### config.mk
export PLATFORM = sky130hd
export DESIGN_NAME = tea_chained_message_cipher
export DESIGN_NICKNAME = d
export VERILOG_FILES = /design/src/hdl/tcmc_pkg.sv /design/src/hdl/tcmc_front.sv /design/src/hdl/tcmc_fifo.sv /design/src/hdl/tcmc_engine.sv /design/src/hdl/tcmc_emitter.sv /design/src/hdl/tea_chained_message_cipher.sv
export SDC_FILE = /design/constraint.sdc
export NUM_CORES = 2
export LEC_CHECK = 0
export ABC_AREA = 1
export BUFFER_PORTS_ARGS = -buffer_cell sky130_fd_sc_hd__buf_2
export CAP_MARGIN = 40
export CORE_MARGIN = 5
export CORE_UTILIZATION = 39
export CTS_BUF_LIST = sky130_fd_sc_hd__clkbuf_4
export DETAILED_ROUTE_END_ITERATION = 16
export MAX_ROUTING_LAYER = met4
export PLACE_DENSITY = 0.57
export SKIP_CTS_REPAIR_TIMING = 1
export SKIP_LAST_GASP = 1
export SLEW_MARGIN = 5
export SYNTH_ARGS = -nofsm -noshare
export SYNTH_HDL_FRONTEND = slang
export SYNTH_HIERARCHICAL = 1
export SYNTH_SLANG_ARGS = --single-unit
export TNS_END_PERCENT = 20
### constraint.sdc
create_clock -name clock -period 7 [get_ports clock]
set_input_delay 1.05 -clock clock [delete_from_list [all_inputs] [get_ports clock]]
set_output_delay 1.05 -clock clock [all_outputs]
set_load 0.005 [all_outputs]
### src/hdl/tcmc_pkg.sv
`timescale 1ns / 1ps
package tcmc_pkg;

   localparam int ROUNDS      = 16;
   localparam int MAX_MSG_LEN = 65535;
   localparam int RND_W       = $clog2(ROUNDS + 1);

   localparam logic [31:0] DELTA    = 32'h9E3779B9;
   localparam logic [31:0] SUM_INIT = 32'(64'(DELTA) * 64'(ROUNDS));

   localparam int CSR_AW = 3;
   localparam logic [CSR_AW-1:0] CSR_KEY0 = 3'd0;
   localparam logic [CSR_AW-1:0] CSR_KEY1 = 3'd1;
   localparam logic [CSR_AW-1:0] CSR_KEY2 = 3'd2;
   localparam logic [CSR_AW-1:0] CSR_KEY3 = 3'd3;
   localparam logic [CSR_AW-1:0] CSR_CAP  = 3'd4;
   localparam logic [CSR_AW-1:0] CSR_FILL = 3'd5;

   localparam logic [15:0] CAP_RESET  = 16'hFFFF;
   localparam logic [7:0]  FILL_RESET = 8'hAD;

   localparam logic [1:0] ST_OK       = 2'd0;
   localparam logic [1:0] ST_BAD_LEN  = 2'd1;
   localparam logic [1:0] ST_OVER_CAP = 2'd2;
   localparam logic [1:0] ST_BAD_PAD  = 2'd3;

   localparam logic [1:0] KIND_ENC  = 2'd0;
   localparam logic [1:0] KIND_DEC  = 2'd1;
   localparam logic [1:0] KIND_STAT = 2'd2;

   typedef struct packed {
      logic        req_type;
      logic [7:0]  in_byte;
      logic        first;
      logic [15:0] msg_len;
   } req_payload_type;

   typedef struct packed {
      logic [7:0] out_byte;
      logic       has_data;
      logic [1:0] status;
      logic       end_of_run;
      logic       end_of_message;
   } rsp_payload_type;

   typedef struct packed {
      logic [1:0]  kind;
      logic        newmsg;
      logic        eor;
      logic        eom;
      logic [1:0]  status;
      logic [15:0] rem;
      logic [63:0] blk;
   } job_type;

endpackage

### src/hdl/tcmc_front.sv
`timescale 1ns / 1ps
module tcmc_front (
   input  logic                      clock,
   input  logic                      reset,
   input  logic                      req_valid,
   output logic                      req_stall,
   input  tcmc_pkg::req_payload_type req_payload,
   input  logic [7:0]                fill_byte,
   output logic                      push_valid,
   input  logic                      push_ready,
   output tcmc_pkg::job_type         push_job
);

   localparam logic [1:0] PH_IDLE = 2'd0;
   localparam logic [1:0] PH_ENC  = 2'd1;
   localparam logic [1:0] PH_DEC  = 2'd2;

   logic [1:0]        phase_ff, phase_in;
   logic [63:0]       buf_ff, buf_in;
   logic [2:0]        pos_ff, pos_in;
   logic [15:0]       rem_ff, rem_in;
   logic              newmsg_ff, newmsg_in;
   logic              hold_valid_ff, hold_valid_in;
   tcmc_pkg::job_type hold_job_ff, hold_job_in;

   tcmc_pkg::job_type job0, job1;
   logic              job0_v, job1_v;
   logic              accept;
   logic [15:0]       len, rem_after;
   logic [2:0]        pad;
   logic [3:0]        pad2, pad3, n;
   logic [7:0]        hdr, d;
   logic [127:0]      s;
   logic [63:0]       nb;
   logic              bad;

   assign req_stall = !push_ready || hold_valid_ff;
   assign accept    = req_valid && !req_stall;

   always_comb begin
      phase_in      = phase_ff;
      buf_in        = buf_ff;
      pos_in        = pos_ff;
      rem_in        = rem_ff;
      newmsg_in     = newmsg_ff;
      hold_valid_in = hold_valid_ff;
      hold_job_in   = hold_job_ff;
      job0          = '0;
      job1          = '0;
      job0_v        = 1'b0;
      job1_v        = 1'b0;
      d             = req_payload.in_byte;
      len           = req_payload.msg_len;
      pad           = 3'd6 - len[2:0];
      pad2          = {1'b0, pad} + 4'd2;
      pad3          = {1'b0, pad} + 4'd3;
      n             = {1'b0, pad} + 4'd4;
      hdr           = (fill_byte & 8'hF8) | {5'b0, pad};
      bad           = (len == 16'd0) || ({16'b0, len} > 32'(tcmc_pkg::MAX_MSG_LEN)) ||
                      (req_payload.req_type && ((len[2:0] != 3'd0) || (len < 16'd16)));
      rem_after     = rem_ff - 16'd1;
      nb            = buf_ff;
      nb[{3'd7 - pos_ff, 3'b000} +: 8] = d;
      for (int k = 0; k < 16; k++) begin
         if (k == 0)
            s[8*(15-k) +: 8] = hdr;
         else if (4'(k) <= pad2)
            s[8*(15-k) +: 8] = fill_byte;
         else if (4'(k) == pad3)
            s[8*(15-k) +: 8] = d;
         else
            s[8*(15-k) +: 8] = 8'h00;
      end

      if (hold_valid_ff && push_ready)
         hold_valid_in = 1'b0;

      if (accept) begin
         if (req_payload.first) begin
            pos_in    = 3'd0;
            buf_in    = '0;
            newmsg_in = 1'b1;
            rem_in    = len - 16'd1;
            if (bad) begin
               job0.kind   = tcmc_pkg::KIND_STAT;
               job0.newmsg = 1'b1;
               job0.eor    = 1'b1;
               job0.eom    = 1'b1;
               job0.status = tcmc_pkg::ST_BAD_LEN;
               job0_v      = 1'b1;
               phase_in    = PH_IDLE;
            end else if (!req_payload.req_type) begin
               job0.kind   = tcmc_pkg::KIND_ENC;
               job0.newmsg = 1'b1;
               job0.blk    = s[127:64];
               if (len == 16'd1) begin
                  // header, data and trailer fill two whole blocks
                  job0_v      = 1'b1;
                  job1.kind   = tcmc_pkg::KIND_ENC;
                  job1.blk    = s[63:0];
                  job1.eor    = 1'b1;
                  job1.eom    = 1'b1;
                  job1_v      = 1'b1;
                  newmsg_in   = 1'b0;
                  phase_in    = PH_IDLE;
               end else if (n >= 4'd8) begin
                  job0.eor  = 1'b1;
                  job0_v    = 1'b1;
                  buf_in    = s[63:0];
                  pos_in    = 3'(n - 4'd8);
                  newmsg_in = 1'b0;
                  phase_in  = PH_ENC;
               end else begin
                  buf_in   = s[127:64];
                  pos_in   = n[2:0];
                  phase_in = PH_ENC;
               end
            end else begin
               buf_in   = {d, 56'b0};
               pos_in   = 3'd1;
               phase_in = PH_DEC;
            end
         end else begin
            unique case (phase_ff)
               PH_ENC: begin
                  rem_in = rem_after;
                  if ((rem_after == 16'd0) || (pos_ff == 3'd7)) begin
                     job0.kind   = tcmc_pkg::KIND_ENC;
                     job0.newmsg = newmsg_ff;
                     job0.blk    = nb;
                     job0.eor    = 1'b1;
                     job0.eom    = (rem_after == 16'd0);
                     job0_v      = 1'b1;
                     buf_in      = '0;
                     pos_in      = 3'd0;
                     newmsg_in   = 1'b0;
                     if (rem_after == 16'd0)
                        phase_in = PH_IDLE;
                  end else begin
                     buf_in = nb;
                     pos_in = pos_ff + 3'd1;
                  end
               end
               PH_DEC: begin
                  rem_in = rem_after;
                  if (pos_ff == 3'd7) begin
                     job0.kind   = tcmc_pkg::KIND_DEC;
                     job0.newmsg = newmsg_ff;
                     job0.blk    = nb;
                     job0.rem    = rem_after;
                     job0.eor    = 1'b1;
                     job0_v      = 1'b1;
                     buf_in      = '0;
                     pos_in      = 3'd0;
                     newmsg_in   = 1'b0;
                     if (rem_after == 16'd0)
                        phase_in = PH_IDLE;
                  end else begin
                     buf_in = nb;
                     pos_in = pos_ff + 3'd1;
                  end
               end
               default: begin
               end
            endcase
         end
      end

      if (job1_v) begin
         hold_valid_in = 1'b1;
         hold_job_in   = job1;
      end
   end

   assign push_valid = hold_valid_ff || job0_v;
   assign push_job   = hold_valid_ff ? hold_job_ff : job0;

   always_ff @(posedge clock) begin
      if (reset) begin
         phase_ff      <= PH_IDLE;
         buf_ff        <= '0;
         pos_ff        <= 3'd0;
         rem_ff        <= 16'd0;
         newmsg_ff     <= 1'b0;
         hold_valid_ff <= 1'b0;
      end else begin
         phase_ff      <= phase_in;
         buf_ff        <= buf_in;
         pos_ff        <= pos_in;
         rem_ff        <= rem_in;
         newmsg_ff     <= newmsg_in;
         hold_valid_ff <= hold_valid_in;
      end
   end

   always_ff @(posedge clock) begin
      hold_job_ff <= hold_job_in;
   end

endmodule

### src/hdl/tcmc_fifo.sv
`timescale 1ns / 1ps
module tcmc_fifo (
   input  logic              clock,
   input  logic              reset,
   input  logic              push_valid,
   output logic              push_ready,
   input  tcmc_pkg::job_type push_job,
   output logic              pop_valid,
   input  logic              pop,
   output tcmc_pkg::job_type pop_job
);

   tcmc_pkg::job_type mem_ff [4];
   logic [1:0]        wr_ff, rd_ff;
   logic [2:0]        cnt_ff;
   logic              do_push, do_pop;

   assign push_ready = (cnt_ff != 3'd4);
   assign pop_valid  = (cnt_ff != 3'd0);
   assign pop_job    = mem_ff[rd_ff];
   assign do_push    = push_valid && push_ready;
   assign do_pop     = pop && pop_valid;

   always_ff @(posedge clock) begin
      if (reset) begin
         wr_ff  <= 2'd0;
         rd_ff  <= 2'd0;
         cnt_ff <= 3'd0;
      end else begin
         if (do_push)
            wr_ff <= wr_ff + 2'd1;
         if (do_pop)
            rd_ff <= rd_ff + 2'd1;
         if (do_push && !do_pop)
            cnt_ff <= cnt_ff + 3'd1;
         else if (do_pop && !do_push)
            cnt_ff <= cnt_ff - 3'd1;
      end
   end

   always_ff @(posedge clock) begin
      if (do_push)
         mem_ff[wr_ff] <= push_job;
   end

endmodule

### src/hdl/tcmc_engine.sv
`timescale 1ns / 1ps
module tcmc_engine (
   input  logic              clock,
   input  logic              reset,
   input  logic              job_valid,
   output logic              job_pop,
   input  tcmc_pkg::job_type job_in,
   input  logic [31:0]       key0,
   input  logic [31:0]       key1,
   input  logic [31:0]       key2,
   input  logic [31:0]       key3,
   output logic              slot_valid,
   output tcmc_pkg::job_type slot,
   input  logic              slot_take
);

   localparam logic [1:0] S_IDLE = 2'd0;
   localparam logic [1:0] S_RUN  = 2'd1;
   localparam logic [1:0] S_DONE = 2'd2;

   logic [1:0]                  st_ff, st_in;
   logic [tcmc_pkg::RND_W-1:0]  cnt_ff, cnt_in;
   logic [31:0]                 y_ff, y_in, z_ff, z_in, sum_ff, sum_in;
   logic [63:0]                 aux_ff, aux_in, pc_ff, pc_in, pm_ff, pm_in;
   tcmc_pkg::job_type           job_ff, job_in_r;
   tcmc_pkg::job_type           slot_ff, slot_in;
   logic                        slot_valid_ff, slot_valid_in;
   logic [63:0]                 pc0, pm0, v, c, mid;
   logic [31:0]                 ny, nz;

   function automatic logic [31:0] mix(input logic [31:0] w, input logic [31:0] ka,
                                       input logic [31:0] kb, input logic [31:0] sm);
      return ((w << 4) + ka) ^ (w + sm) ^ ((w >> 5) + kb);
   endfunction

   always_comb begin
      st_in         = st_ff;
      cnt_in        = cnt_ff;
      y_in          = y_ff;
      z_in          = z_ff;
      sum_in        = sum_ff;
      aux_in        = aux_ff;
      pc_in         = pc_ff;
      pm_in         = pm_ff;
      job_in_r      = job_ff;
      slot_in       = slot_ff;
      slot_valid_in = slot_valid_ff && !slot_take;
      job_pop       = 1'b0;
      pc0           = job_in.newmsg ? 64'd0 : pc_ff;
      pm0           = job_in.newmsg ? 64'd0 : pm_ff;
      v             = (job_in.kind == tcmc_pkg::KIND_ENC) ? (job_in.blk ^ pc0)
                                                          : (job_in.blk ^ pm0);
      ny            = '0;
      nz            = '0;
      c             = {y_ff, z_ff} ^ pm_ff;
      mid           = {y_ff, z_ff};

      unique case (st_ff)
         S_IDLE: begin
            if (job_valid) begin
               job_pop  = 1'b1;
               job_in_r = job_in;
               cnt_in   = '0;
               if (job_in.kind == tcmc_pkg::KIND_STAT) begin
                  st_in = S_DONE;
               end else begin
                  pc_in  = pc0;
                  pm_in  = pm0;
                  y_in   = v[63:32];
                  z_in   = v[31:0];
                  if (job_in.kind == tcmc_pkg::KIND_ENC) begin
                     aux_in = v;
                     sum_in = tcmc_pkg::DELTA;
                  end else begin
                     aux_in = job_in.blk;
                     sum_in = tcmc_pkg::SUM_INIT;
                  end
                  st_in = S_RUN;
               end
            end
         end
         S_RUN: begin
            if (job_ff.kind == tcmc_pkg::KIND_ENC) begin
               ny     = y_ff + mix(z_ff, key0, key1, sum_ff);
               nz     = z_ff + mix(ny, key2, key3, sum_ff);
               sum_in = sum_ff + tcmc_pkg::DELTA;
            end else begin
               nz     = z_ff - mix(y_ff, key2, key3, sum_ff);
               ny     = y_ff - mix(nz, key0, key1, sum_ff);
               sum_in = sum_ff - tcmc_pkg::DELTA;
            end
            y_in   = ny;
            z_in   = nz;
            cnt_in = cnt_ff + 1'b1;
            if (cnt_ff == tcmc_pkg::RND_W'(tcmc_pkg::ROUNDS - 1))
               st_in = S_DONE;
         end
         S_DONE: begin
            // wait for the hand-off register to empty
            if (!slot_valid_ff) begin
               slot_valid_in = 1'b1;
               slot_in       = job_ff;
               if (job_ff.kind == tcmc_pkg::KIND_ENC) begin
                  slot_in.blk = c;
                  pm_in       = aux_ff;
                  pc_in       = c;
               end else if (job_ff.kind == tcmc_pkg::KIND_DEC) begin
                  slot_in.blk = mid ^ pc_ff;
                  pm_in       = mid;
                  pc_in       = aux_ff;
               end
               st_in = S_IDLE;
            end
         end
         default: st_in = S_IDLE;
      endcase
   end

   assign slot_valid = slot_valid_ff;
   assign slot       = slot_ff;

   always_ff @(posedge clock) begin
      if (reset) begin
         st_ff         <= S_IDLE;
         cnt_ff        <= '0;
         slot_valid_ff <= 1'b0;
         pc_ff         <= '0;
         pm_ff         <= '0;
      end else begin
         st_ff         <= st_in;
         cnt_ff        <= cnt_in;
         slot_valid_ff <= slot_valid_in;
         pc_ff         <= pc_in;
         pm_ff         <= pm_in;
      end
   end

   always_ff @(posedge clock) begin
      y_ff    <= y_in;
      z_ff    <= z_in;
      sum_ff  <= sum_in;
      aux_ff  <= aux_in;
      job_ff  <= job_in_r;
      slot_ff <= slot_in;
   end

endmodule

### src/hdl/tcmc_emitter.sv
`timescale 1ns / 1ps
module tcmc_emitter (
   input  logic                      clock,
   input  logic                      reset,
   input  logic                      slot_valid,
   input  tcmc_pkg::job_type         slot,
   output logic                      slot_take,
   input  logic [15:0]               out_capacity,
   output logic                      rsp_valid,
   input  logic                      rsp_stall,
   output tcmc_pkg::rsp_payload_type rsp_payload
);

   logic                      active_ff, active_in;
   logic [3:0]                j_ff, j_in;
   logic [8:0]                mask_ff, mask_in;
   logic [63:0]               blk_ff, blk_in;
   logic [1:0]                stat_ff, stat_in;
   logic                      eor_ff, eor_in, eom_ff, eom_in;
   logic [3:0]                skip_ff, skip_in;
   logic                      drop_ff, drop_in;
   logic                      rsp_valid_ff, rsp_valid_in;
   tcmc_pkg::rsp_payload_type rsp_ff, rsp_in;

   logic [17:0] count;
   logic [3:0]  skip0;
   logic        bad, cur, out_free, last;
   logic [8:0]  higher;
   logic [7:0]  b;

   assign slot_take = slot_valid && !active_ff;
   assign out_free  = !rsp_valid_ff || !rsp_stall;

   always_comb begin
      active_in    = active_ff;
      j_in         = j_ff;
      mask_in      = mask_ff;
      blk_in       = blk_ff;
      stat_in      = stat_ff;
      eor_in       = eor_ff;
      eom_in       = eom_ff;
      skip_in      = skip_ff;
      drop_in      = drop_ff;
      rsp_in       = rsp_ff;
      rsp_valid_in = rsp_valid_ff && rsp_stall;
      count        = {2'b0, slot.rem} + 18'd8 - {15'b0, slot.blk[58:56]} - 18'd10;
      skip0        = slot.newmsg ? ({1'b0, slot.blk[58:56]} + 4'd3) : skip_ff;
      bad          = 1'b0;
      b            = '0;
      higher       = mask_ff >> j_ff;
      last         = !(|higher[8:1]);
      cur          = mask_ff[j_ff];

      if (slot_take) begin
         if (slot.newmsg)
            drop_in = 1'b0;
         if (!(drop_ff && !slot.newmsg)) begin
            active_in = 1'b1;
            j_in      = 4'd0;
            blk_in    = slot.blk;
            unique case (slot.kind)
               tcmc_pkg::KIND_ENC: begin
                  mask_in = 9'h0FF;
                  stat_in = tcmc_pkg::ST_OK;
                  eor_in  = slot.eor;
                  eom_in  = slot.eom;
               end
               tcmc_pkg::KIND_STAT: begin
                  mask_in = 9'h100;
                  stat_in = slot.status;
                  eor_in  = 1'b1;
                  eom_in  = 1'b1;
               end
               tcmc_pkg::KIND_DEC: begin
                  eor_in = 1'b1;
                  if (slot.newmsg && count[17]) begin
                     mask_in = 9'h100;
                     stat_in = tcmc_pkg::ST_BAD_LEN;
                     eom_in  = 1'b1;
                     drop_in = 1'b1;
                  end else if (slot.newmsg && (count[16:0] > {1'b0, out_capacity})) begin
                     mask_in = 9'h100;
                     stat_in = tcmc_pkg::ST_OVER_CAP;
                     eom_in  = 1'b1;
                     drop_in = 1'b1;
                  end else begin
                     // drop header bytes, pass data, check the zero trailer
                     for (int j = 0; j < 8; j++) begin
                        mask_in[j] = (4'(j) >= skip0) && (slot.rem >= 16'(j));
                        bad = bad | ((4'(j) >= skip0) && (slot.rem < 16'(j)) &&
                                     (slot.blk[8*(7-j) +: 8] != 8'h00));
                     end
                     mask_in[8] = (slot.rem == 16'd0);
                     stat_in    = bad ? tcmc_pkg::ST_BAD_PAD : tcmc_pkg::ST_OK;
                     eom_in     = (slot.rem == 16'd0);
                     skip_in    = (skip0 > 4'd8) ? (skip0 - 4'd8) : 4'd0;
                  end
               end
               default: active_in = 1'b0;
            endcase
         end
      end else if (active_ff && (!cur || out_free)) begin
         if (cur) begin
            if (j_ff != 4'd8)
               b = blk_ff[{3'd7 - j_ff[2:0], 3'b000} +: 8];
            rsp_valid_in          = 1'b1;
            rsp_in.out_byte       = b;
            rsp_in.has_data       = (j_ff != 4'd8);
            rsp_in.status         = (j_ff == 4'd8) ? stat_ff : tcmc_pkg::ST_OK;
            rsp_in.end_of_run     = last && eor_ff;
            rsp_in.end_of_message = last && eom_ff;
         end
         if (j_ff == 4'd8)
            active_in = 1'b0;
         else
            j_in = j_ff + 4'd1;
      end
   end

   assign rsp_valid   = rsp_valid_ff;
   assign rsp_payload = rsp_ff;

   always_ff @(posedge clock) begin
      if (reset) begin
         active_ff    <= 1'b0;
         j_ff         <= 4'd0;
         skip_ff      <= 4'd0;
         drop_ff      <= 1'b0;
         rsp_valid_ff <= 1'b0;
      end else begin
         active_ff    <= active_in;
         j_ff         <= j_in;
         skip_ff      <= skip_in;
         drop_ff      <= drop_in;
         rsp_valid_ff <= rsp_valid_in;
      end
   end

   always_ff @(posedge clock) begin
      mask_ff <= mask_in;
      blk_ff  <= blk_in;
      stat_ff <= stat_in;
      eor_ff  <= eor_in;
      eom_ff  <= eom_in;
      rsp_ff  <= rsp_in;
   end

   a_j_range: assert property (@(posedge clock) disable iff (reset)
      active_ff |-> (j_ff <= 4'd8))
      else $error("step index out of range");

   a_eom_eor: assert property (@(posedge clock) disable iff (reset)
      (rsp_valid_ff && rsp_ff.end_of_message) |-> rsp_ff.end_of_run)
      else $error("end of message without end of run");

   a_status_nodata: assert property (@(posedge clock) disable iff (reset)
      (rsp_valid_ff && !rsp_ff.has_data) |-> (rsp_ff.out_byte == 8'h00))
      else $error("status result carries a byte");

   a_take_idle: assert property (@(posedge clock) disable iff (reset)
      slot_take |=> (!active_ff || (j_ff == 4'd0)))
      else $error("block loaded mid-sequence");

endmodule

### src/hdl/tea_chained_message_cipher.sv
`timescale 1ns / 1ps
// Blocks of 8 bytes are enciphered by the TEA engine (one round a cycle, 16 rounds,
// plus load and hand-off states); it takes a new block only after handing off the last.
// Result bytes drain from the emitter while the engine runs the next block.
// Reset is synchronous, active high: control state clears, key words to zero,
// out_capacity to 65535 and fill_byte to 0xAD; no clearing pass is needed.
module tea_chained_message_cipher (
   input  logic                                clock,
   input  logic                                reset,
   input  logic                                req_valid,
   output logic                                req_stall,
   input  tcmc_pkg::req_payload_type           req_payload,
   output logic                                rsp_valid,
   input  logic                                rsp_stall,
   output tcmc_pkg::rsp_payload_type           rsp_payload,
   input  logic                                csr_wr_en,
   input  logic [tcmc_pkg::CSR_AW-1:0]         csr_index,
   input  logic [31:0]                         csr_wdata
);

   logic [31:0] key0_ff, key1_ff, key2_ff, key3_ff;
   logic [15:0] cap_ff;
   logic [7:0]  fill_ff;

   logic              push_valid, push_ready, pop_valid, pop;
   tcmc_pkg::job_type push_job, pop_job, slot;
   logic              slot_valid, slot_take;

   always_ff @(posedge clock) begin
      if (reset) begin
         key0_ff <= '0;
         key1_ff <= '0;
         key2_ff <= '0;
         key3_ff <= '0;
         cap_ff  <= tcmc_pkg::CAP_RESET;
         fill_ff <= tcmc_pkg::FILL_RESET;
      end else if (csr_wr_en) begin
         unique case (csr_index)
            tcmc_pkg::CSR_KEY0: key0_ff <= csr_wdata;
            tcmc_pkg::CSR_KEY1: key1_ff <= csr_wdata;
            tcmc_pkg::CSR_KEY2: key2_ff <= csr_wdata;
            tcmc_pkg::CSR_KEY3: key3_ff <= csr_wdata;
            tcmc_pkg::CSR_CAP:  cap_ff  <= csr_wdata[15:0];
            tcmc_pkg::CSR_FILL: fill_ff <= csr_wdata[7:0];
            default: begin
            end
         endcase
      end
   end

   tcmc_front u_front (
      .clock       (clock),
      .reset       (reset),
      .req_valid   (req_valid),
      .req_stall   (req_stall),
      .req_payload (req_payload),
      .fill_byte   (fill_ff),
      .push_valid  (push_valid),
      .push_ready  (push_ready),
      .push_job    (push_job)
   );

   tcmc_fifo u_fifo (
      .clock      (clock),
      .reset      (reset),
      .push_valid (push_valid),
      .push_ready (push_ready),
      .push_job   (push_job),
      .pop_valid  (pop_valid),
      .pop        (pop),
      .pop_job    (pop_job)
   );

   tcmc_engine u_engine (
      .clock      (clock),
      .reset      (reset),
      .job_valid  (pop_valid),
      .job_pop    (pop),
      .job_in     (pop_job),
      .key0       (key0_ff),
      .key1       (key1_ff),
      .key2       (key2_ff),
      .key3       (key3_ff),
      .slot_valid (slot_valid),
      .slot       (slot),
      .slot_take  (slot_take)
   );

   tcmc_emitter u_emitter (
      .clock        (clock),
      .reset        (reset),
      .slot_valid   (slot_valid),
      .slot         (slot),
      .slot_take    (slot_take),
      .out_capacity (cap_ff),
      .rsp_valid    (rsp_valid),
      .rsp_stall    (rsp_stall),
      .rsp_payload  (rsp_payload)
   );

endmodule
==> impl_metrics.env <==
export IMPL_clk_pin_slew_worst_paths_ps=60
export IMPL_clk_latency_ps=1480
export IMPL_synth_edf_count=837
export IMPL_outcome="complete, but fails checks"
export IMPL_cp_slowest_stage_delay_ps=430
export IMPL_num_nets_final=14090
export IMPL_start_util_pct=39.16
export IMPL_grt_total_usage_pct=34.91
export IMPL_synth_area_mm2=0.08791
export IMPL_cts_made_buffers=371
export IMPL_vias=92500
export IMPL_finalCritPeriodShare_pct=118.8
export IMPL_tightest_slew_ps=1293
export IMPL_drc=0
export IMPL_dieArea_mm2=0.2350
export IMPL_ant_nets=0
export IMPL_worst_setup_path_end_kind="register"
export IMPL_wl_per_cell_um=25.00
export IMPL_critical_path_max_fanout=3
export IMPL_worstSetupPathType="reg -> reg"
export IMPL_syn_inst=11330
export IMPL_antenna_found_initial=17
export IMPL_io_buffers=80
export IMPL_globalplace_congestion=1.047
export IMPL_syn_nets=11980
export IMPL_clock_path_buffers=4
export IMPL_cts_tree="yes"
export IMPL_crit_arrival_ps=9430
export IMPL_dp_cells=15970
export IMPL_fin_cells=16740
export IMPL_setup_viol=45
export IMPL_start_kind="register"
export IMPL_final_cell_area_mm2=0.1143
export IMPL_drive_gt1_share_pct=25.57
export IMPL_maxCapViolCount=0
export IMPL_placed_cell_area_mm2=0.1060
export IMPL_clock_sinks=1232
export IMPL_rows=174
export IMPL_violations="negative setup slack"
export IMPL_synth_distinct_cells=85
export IMPL_postLayoutSetupSlackWorst_ps=-1318
export IMPL_overflow=0
export IMPL_drv_slew=0
export IMPL_drt_iter0_markers=9831
export IMPL_required_ps=8120
export IMPL_timing_setup_tns_ps=-41810
export IMPL_dp_hpwl_mm=320.7
export IMPL_seq_area_frac_synth_pct=37.59
export IMPL_grt_start_max_net_pins=129
export IMPL_hold_viol=0
export IMPL_cts_max_level=5
export IMPL_fp_dieW_um=484.8
export IMPL_syn_to_final_growth_pct=30.01
export IMPL_synth_area_per_cell_um2=7.760
export IMPL_grt_pass1_wl_mm=592.3
export IMPL_totalWireLength_mm=418.5
export IMPL_max_freq_mhz=120.2
export IMPL_crit_slowest_cell="edfxtp_1"
export IMPL_crit_family="compound AO/OA/AOI/OAI gates"
export IMPL_io_pins=81
export IMPL_cts_root_buf="clkbuf_4"
export IMPL_yosys_warnings=6
export IMPL_grt_setup_unrepaired="true"
export IMPL_dieHeight_um=484.8
export IMPL_core_mm2=0.2245
export IMPL_fin_skew_ps=190.7
export IMPL_drtPass1Iterations=7
export IMPL_relSlewSlack_pct=13.83
export IMPL_holdWs_ps=62.94
export IMPL_synth_async_reset_ratio_pct=0
export IMPL_layout_min_cycle_time_ps=8318
export IMPL_ys_ff_latch=1232
export IMPL_crit_buf_inv=11
export IMPL_ys_flop_type="edfxtp_1"
export IMPL_avgViaCountPerCell=5.525
export IMPL_grt_pass1_vias=85790
export IMPL_hp_class="in -> reg"
metrics by stage:
step	util (%)	worst slack (ps)
2_1_floorplan	-	-3.008
3_3_place_gp	47.10	-2036
3_5_place_dp	47.23	-2150
4_1_cts	49.32	-2291
5_1_grt	50.92	-1595
6_report	50.92	-1318
worst reg2reg max path: cells and delay by family (launching register included):
kind / cells / cell delay [ps]
compound gates: 14 / 1910
xor+xnor: 6 / 1240
fa+ha+maj: 5 / 1460
buf+inv: 11 / 1300
flops: 1 / 430
simple gates: 14 / 1640
logic make-up (layout without fill, tap and decap cells):
group	after synthesis	in the layout	share of synthesized area [%]
buffers and inverters	1483	3879	6.756
AOI/OAI and AO/OA	2806	2806	18.25
muxes	6	6	0.07685
adders and majority gates	589	589	8.546
DFF	1232	1232	37.59
other	1	26	0.004266
xor gates and xnor gates	740	740	7.444
and+or+nand+nor	4472	4472	21.33
path summary, 6_finish.rpt:
check / end / depth (start not counted) / from / slack (ps)
setup reg to reg: u_engine/z_ff[25]$_DFFE_PP_ / 50 / u_engine/z_ff[5]$_DFFE_PP_ / -1320
setup / recovery: u_engine/z_ff[25]$_DFFE_PP_ / 50 / u_engine/z_ff[5]$_DFFE_PP_ / -1320
hold reg to reg: u_engine/slot[67]$_DFFE_PP_ / 0 / u_engine/job_ff[67]$_DFFE_PP_ / 350
hold / removal: u_front/hold_valid_ff$_SDFFE_PP0P_ / 2 / reset / 60
registers in the layout, indices dropped and copies added (netlist names), 64 cells and up, named ones only:
| register | flops |
|---|---|
| u_front/buf_ff | 64 |
| u_engine/aux_ff | 64 |
| u_engine/pc_ff | 64 |
| u_engine/slot | 87 |
| u_emitter/blk_ff | 64 |
| u_fifo/mem_ff | 348 |
| u_engine/pm_ff | 64 |
| u_engine/job_ff | 87 |
| u_front/hold_job_ff | 65 |
per-layer routing:
layer  wire length, um  global-route usage, %
met4             25830                  16.84
met5                 0                      -
met3             33030                  5.531
met1            175900                  45.48
met2            183700                  53.08
cell usage in the layout, fill, tap and decap left out, types with 25 or more instances in the layout:
cell type / count
ha_1: 515
o21ai_2: 67
ha_4: 47
nand3_1: 687
nand4_1: 51
dfxtp_1: 392
nor2_4: 43
a32oi_1: 36
a31oi_1: 207
o21ai_1: 141
xor2_2: 33
a21oi_2: 91
buf_6: 25
xor2_1: 455
a21oi_4: 25
nand3_2: 49
inv_2: 47
nor2_1: 1229
a21o_1: 38
o211ai_1: 33
o21ai_0: 981
nand2_1: 2116
nand2_2: 84
xnor2_1: 219
diode_2: 25
nor3_1: 60
buf_12: 36
clkbuf_4: 557
a22oi_1: 51
clkinv_1: 90
nor2_2: 28
o21a_1: 30
o22ai_1: 136
buf_2: 84
buf_4: 2024
edfxtp_1: 837
inv_1: 957
a21oi_1: 771
cell usage after synthesis, types with 33 or more instances:
master	instances	share of area (%)
nand2_1	2163	9.2
nor2_1	1277	5.5
o21ai_0	1020	5.8
inv_1	980	4.2
a21oi_1	849	4.8
edfxtp_1	837	29
nand3_1	699	4.0
ha_1	570	8.1
xor2_1	498	5.0
dfxtp_1	395	9.0
clkbuf_1	294	1.3
xnor2_1	237	2.4
a31oi_1	222	1.6
o22ai_1	139	0.99
o21ai_1	126	0.72
buf_2	68	0.39
nor3_1	68	0.39
o21ai_2	57	0.57
a22oi_1	51	0.44
nand4_1	51	0.36
nand2_2	47	0.33
buf_1	44	0.19
nand3_2	42	0.48
a21o_1	38	0.32
a32oi_1	36	0.36
a21oi_2	33	0.33
o211ai_1	33	0.28
o21a_1	33	0.28
layout make-up:
cell class              instances  area, um2
multi-input cells            8614      51890
fillers                     21840     110200
diodes                         25      62.56
clock inverters               107      516.7
repair buffers               2195      16990
flip-flops and latches       1232      33050
well taps                    2992       3744
clock buffers                 557       4182
inverters                    1020       3851
Power is left out: the tool's default activity adds up to more than one toggle a clock period on the data nets, which glitch-free logic cannot reach.
